==> src/rtl/core/mac_learning_switch_with_flow_table_assert.svh <==
// assertion macros used by the switch datapath
`ifndef MAC_LEARNING_SWITCH_WITH_FLOW_TABLE_ASSERT_SVH
`define MAC_LEARNING_SWITCH_WITH_FLOW_TABLE_ASSERT_SVH

// condition holds at every clock edge out of reset
`define MLSW_ASSERT_ALWAYS(lbl, clk, rstn, cond, msg) \
    lbl: assert property (@(posedge clk) disable iff (!rstn) (cond)) else $error(msg);

// consequent holds in the same cycle as the antecedent
`define MLSW_ASSERT_IMPL(lbl, clk, rstn, ante, cons, msg) \
    lbl: assert property (@(posedge clk) disable iff (!rstn) (ante) |-> (cons)) else $error(msg);

`endif

==> src/rtl/core/mlsw_pkg.sv <==
// shared constants, table entry layout and controller/datapath interface types
package mlsw_pkg;

    localparam int MAC_TABLE_DEPTH  = 256;
    localparam int FLOW_TABLE_DEPTH = 256;
    localparam int PORT_BITS        = 8;

    localparam int MAC_AW  = $clog2(MAC_TABLE_DEPTH);
    localparam int MAC_CW  = $clog2(MAC_TABLE_DEPTH + 1);
    localparam int FLOW_AW = $clog2(FLOW_TABLE_DEPTH);
    localparam int FLOW_CW = $clog2(FLOW_TABLE_DEPTH + 1);
    localparam int SCAN_W  = (MAC_CW > FLOW_CW) ? MAC_CW : FLOW_CW;

    localparam logic [15:0] ETHERTYPE_IPV4 = 16'h0800;

    typedef struct packed {
        logic [31:0] lo;
        logic [31:0] hi;
        logic [31:0] sec;
        logic [29:0] nsec;
    } flow_entry_t;

    typedef struct packed {
        logic load;
        logic scan;
        logic commit;
    } ctrl_cmd_t;

    typedef struct packed {
        logic scan_done;
        logic out_free;
    } dp_stat_t;

endpackage

==> src/rtl/core/mlsw_ctrl.sv <==
// controller state machine: accept, table scan, commit
module mlsw_ctrl (
    input  logic               aclk,
    input  logic               aresetn,
    input  logic               s_valid,
    output logic               s_ready,
    input  mlsw_pkg::dp_stat_t stat,
    output mlsw_pkg::ctrl_cmd_t cmd
);

    localparam logic [1:0] ST_IDLE   = 2'd0;
    localparam logic [1:0] ST_SCAN   = 2'd1;
    localparam logic [1:0] ST_COMMIT = 2'd2;

    logic [1:0] state_reg;
    logic [1:0] state_next;

    // next state and commands
    always_comb begin
        state_next = state_reg;
        cmd        = '0;
        s_ready    = 1'b0;
        unique case (state_reg)
            ST_IDLE: begin
                s_ready  = 1'b1;
                cmd.load = s_valid;
                if (s_valid) begin
                    state_next = ST_SCAN;
                end
            end
            ST_SCAN: begin
                cmd.scan = 1'b1;
                if (stat.scan_done) begin
                    state_next = ST_COMMIT;
                end
            end
            ST_COMMIT: begin
                cmd.commit = stat.out_free;
                if (stat.out_free) begin
                    state_next = ST_IDLE;
                end
            end
            default: begin
                state_next = ST_IDLE;
            end
        endcase
    end

    // state register
    always_ff @(posedge aclk) begin
        if (!aresetn) begin
            state_reg <= ST_IDLE;
        end else begin
            state_reg <= state_next;
        end
    end

endmodule

==> config.mk <==
export PLATFORM = sky130hd
export DESIGN_NAME = mlsw_ctrl
export DESIGN_NICKNAME = d
export VERILOG_FILES = /design/src/rtl/core/mac_learning_switch_with_flow_table_assert.svh /design/src/rtl/core/mlsw_pkg.sv /design/src/rtl/core/mlsw_ctrl.sv
export SDC_FILE = /design/constraint.sdc
export NUM_CORES = 1
export LEC_CHECK = 0
export ABC_AREA = 1
export BUFFER_PORTS_ARGS = -buffer_cell sky130_fd_sc_hd__buf_2
export CAP_MARGIN = 5
export CORE_AREA = 2 2 39 41
export DETAILED_ROUTE_END_ITERATION = 16
export DIE_AREA = 0 0 41 43
export GPL_ROUTABILITY_DRIVEN = 0
export SLEW_MARGIN = 20
export SYNTH_ARGS = -nofsm -noshare
export SYNTH_HDL_FRONTEND = slang
export SYNTH_SLANG_ARGS = --single-unit
==> constraint.sdc <==
create_clock -name aclk -period 1 [get_ports aclk]
set_input_delay 0.1 -clock aclk [delete_from_list [all_inputs] [get_ports aclk]]
set_output_delay 0.1 -clock aclk [all_outputs]
set_load 0.02 [all_outputs]
==> impl_metrics.env <==
export IMPL_ant_nets=0
export IMPL_die_height_um=43
export IMPL_synth_area_leaders="dfxtp_1 (36%), inv_1 (17%), nand3_1 (9.0%), a21oi_2 (7.9%), nand3b_1 (6.7%)"
export IMPL_dieArea_um2=1760
export IMPL_setup_viol=1
export IMPL_placed_cells=40
export IMPL_dp_slack_ps=118
export IMPL_synth_top_area_frac=0.360
export IMPL_wl_um=346
export IMPL_finalHoldViolCount=0
export IMPL_crit_fanout=5
export IMPL_first_global_vias=148
export IMPL_crit_arrival_ps=910
export IMPL_tightest_slew_ps=113
export IMPL_path_class="flop to output pin"
export IMPL_drc=0
export IMPL_syn_area_um2=111
export IMPL_clk_pin_slew_ps=30
export IMPL_timing_final_crit_share=1.01
export IMPL_drtIter0Drc=0
export IMPL_htreeDepth=1
export IMPL_syn_area_per_cell_um2=6.96
export IMPL_setup_tns_ps=-10.7
export IMPL_synth_seq_area_share=0.360
export IMPL_core_area_um2=1380
export IMPL_hp_class="primary input to flop"
export IMPL_crit_required_ps=900
export IMPL_drtPass1Iterations=1
export IMPL_fin_nets=36
export IMPL_cts_made_buffers=3
export IMPL_slew_headroom=0.924
export IMPL_utilization=0.172
export IMPL_failed_checks="setup timing"
export IMPL_start_kind="flop"
export IMPL_grt_start_max_net_pins=6
export IMPL_grt_overflow_total=0
export IMPL_die_w_um=41
export IMPL_io_buffers=8
export IMPL_postSynthNetCount=21
export IMPL_min_period_ps=1010
export IMPL_netlist_instances=16
export IMPL_clock_sinks=2
export IMPL_leakagePower_uw=0.000115
export IMPL_endpoint_kind="output pin"
export IMPL_yosysUniqueCellTypes=10
export IMPL_slew_violations=0
export IMPL_ir_drop_v=0.000227
export IMPL_cts_hold_repair_buffers=0
export IMPL_rows=14
export IMPL_layout_commonest_cell="buf_2"
export IMPL_n_antenna_cell=0
export IMPL_cts_tree="done"
export IMPL_final_setup_skew_ps=2.00
export IMPL_yosysWarnings=0
export IMPL_p_per_area_nw_per_um2=1500
export IMPL_viasPerCell=3.42
export IMPL_start_util=0.0805
export IMPL_wire_per_inst_um=7.69
export IMPL_fin_ws_ps=-10.7
export IMPL_drv_cap=0
export IMPL_antenna_found_initial=0
export IMPL_post_layout_nonfiller_instances=45
export IMPL_clockRootBuffer="clkbuf_4"
export IMPL_final_cell_mix="buf_2 (5), buf_4 (4), inv_1 (3), clkbuf_4 (3)"
export IMPL_dp_hpwl_um=226
export IMPL_cts_max_path_buffers=2
export IMPL_synthToLayoutAreaGrowth_pct=113
export IMPL_largest_register_ff_count=2
export IMPL_io_pins=9
export IMPL_layout_drive_gt1_share=0.724
export IMPL_run_status="complete, but fails checks"
export IMPL_synth_area_leader_cell="dfxtp_1"
export IMPL_ys_ff_latch=2
export IMPL_num_vias=154
export IMPL_max_freq_mhz=989
export IMPL_grt_setup_unrepaired="true"
export IMPL_grt_pass1_wl_um=552
export IMPL_grtUsageTotal=0.0611
export IMPL_clk_latency_ps=220
-- worst paths after layout --
kind	start	to	slack (ps)	cells after the start
worst min register to register	state_reg[1]	state_reg[1]	530	2
worst min-delay path	aresetn	state_reg[0]	120	3
worst max register to register	state_reg[0]	state_reg[0]	70	5
worst max-delay path	state_reg[0]	cmd[2]	-10	4
-- cells by family (layout without fill, tap and decap cells) --
kind of cell	after synthesis	count (layout)	share of synthesized area
AO/OA/AOI/OAI	2	2	0.124
AND/OR/NAND/NOR	7	7	0.348
flip-flops	2	2	0.360
buffers and inverters	5	18	0.169
-- final cells by class --
type | count | area, um^2
Inverter | 5 | 18.8
Timing Repair Buffer | 10 | 66.3
Sequential cell | 2 | 47.5
Multi-Input combinational cell | 9 | 62.6
Clock buffer | 3 | 22.5
Fill cell | 157 | 1150
Tap cell | 16 | 20.0
-- report_power, final --
part / leakage [uW] / switching (uW) / internal, uW
Combinational: 0.0000831 / 42.8 / 41.4
Clock: 0.0000138 / 46.7 / 132
Sequential: 0.0000178 / 8.67 / 84.0
Total: 0.000115 / 98.2 / 258
-- per-layer routing --
metal  wire [um]  part of all wire  track usage
met5           0                 0            0
met4          14             0.040        0.120
met3          18             0.052       0.0314
met2         206              0.60       0.0844
met1         105              0.30       0.0319
-- through the flow --
| stage | cell area (um^2) | total power (uW) | hold WS (ps) |
|---|---|---|---|
| 3_3_place_gp | 176 | 155 | 350 |
| 4_1_cts | 230 | 363 | 116 |
| 2_1_floorplan | 116 | 132 | 240 |
| 6_report | 238 | 356 | 124 |
| 5_1_grt | 238 | 389 | 127 |
| 3_5_place_dp | 176 | 156 | 354 |
-- critical path: stages, from the launching register on --
cell,delay (ps)
dfxtp_4,350
nor2_4,110
nand2_2,60
inv_2,50
buf_6,110
-- synthesized netlist by cell type --
cell      number
nand2_2        1
nor3_1         1
nor2_2         1
a21oi_1        1
a21oi_2        1
inv_1          5
dfxtp_1        2
nand3_1        2
nor2_1         1
nand3b_1       1
-- what timing repair did --
item,4_1_cts,5_1_grt
pin swaps,3,3
endpoints found under the hold margin,0,0
resized for setup,11,0
setup endpoints to repair,4,3
gates cloned,0,0
setup buffers,1,1
Power figures use the tool's default switching activity.
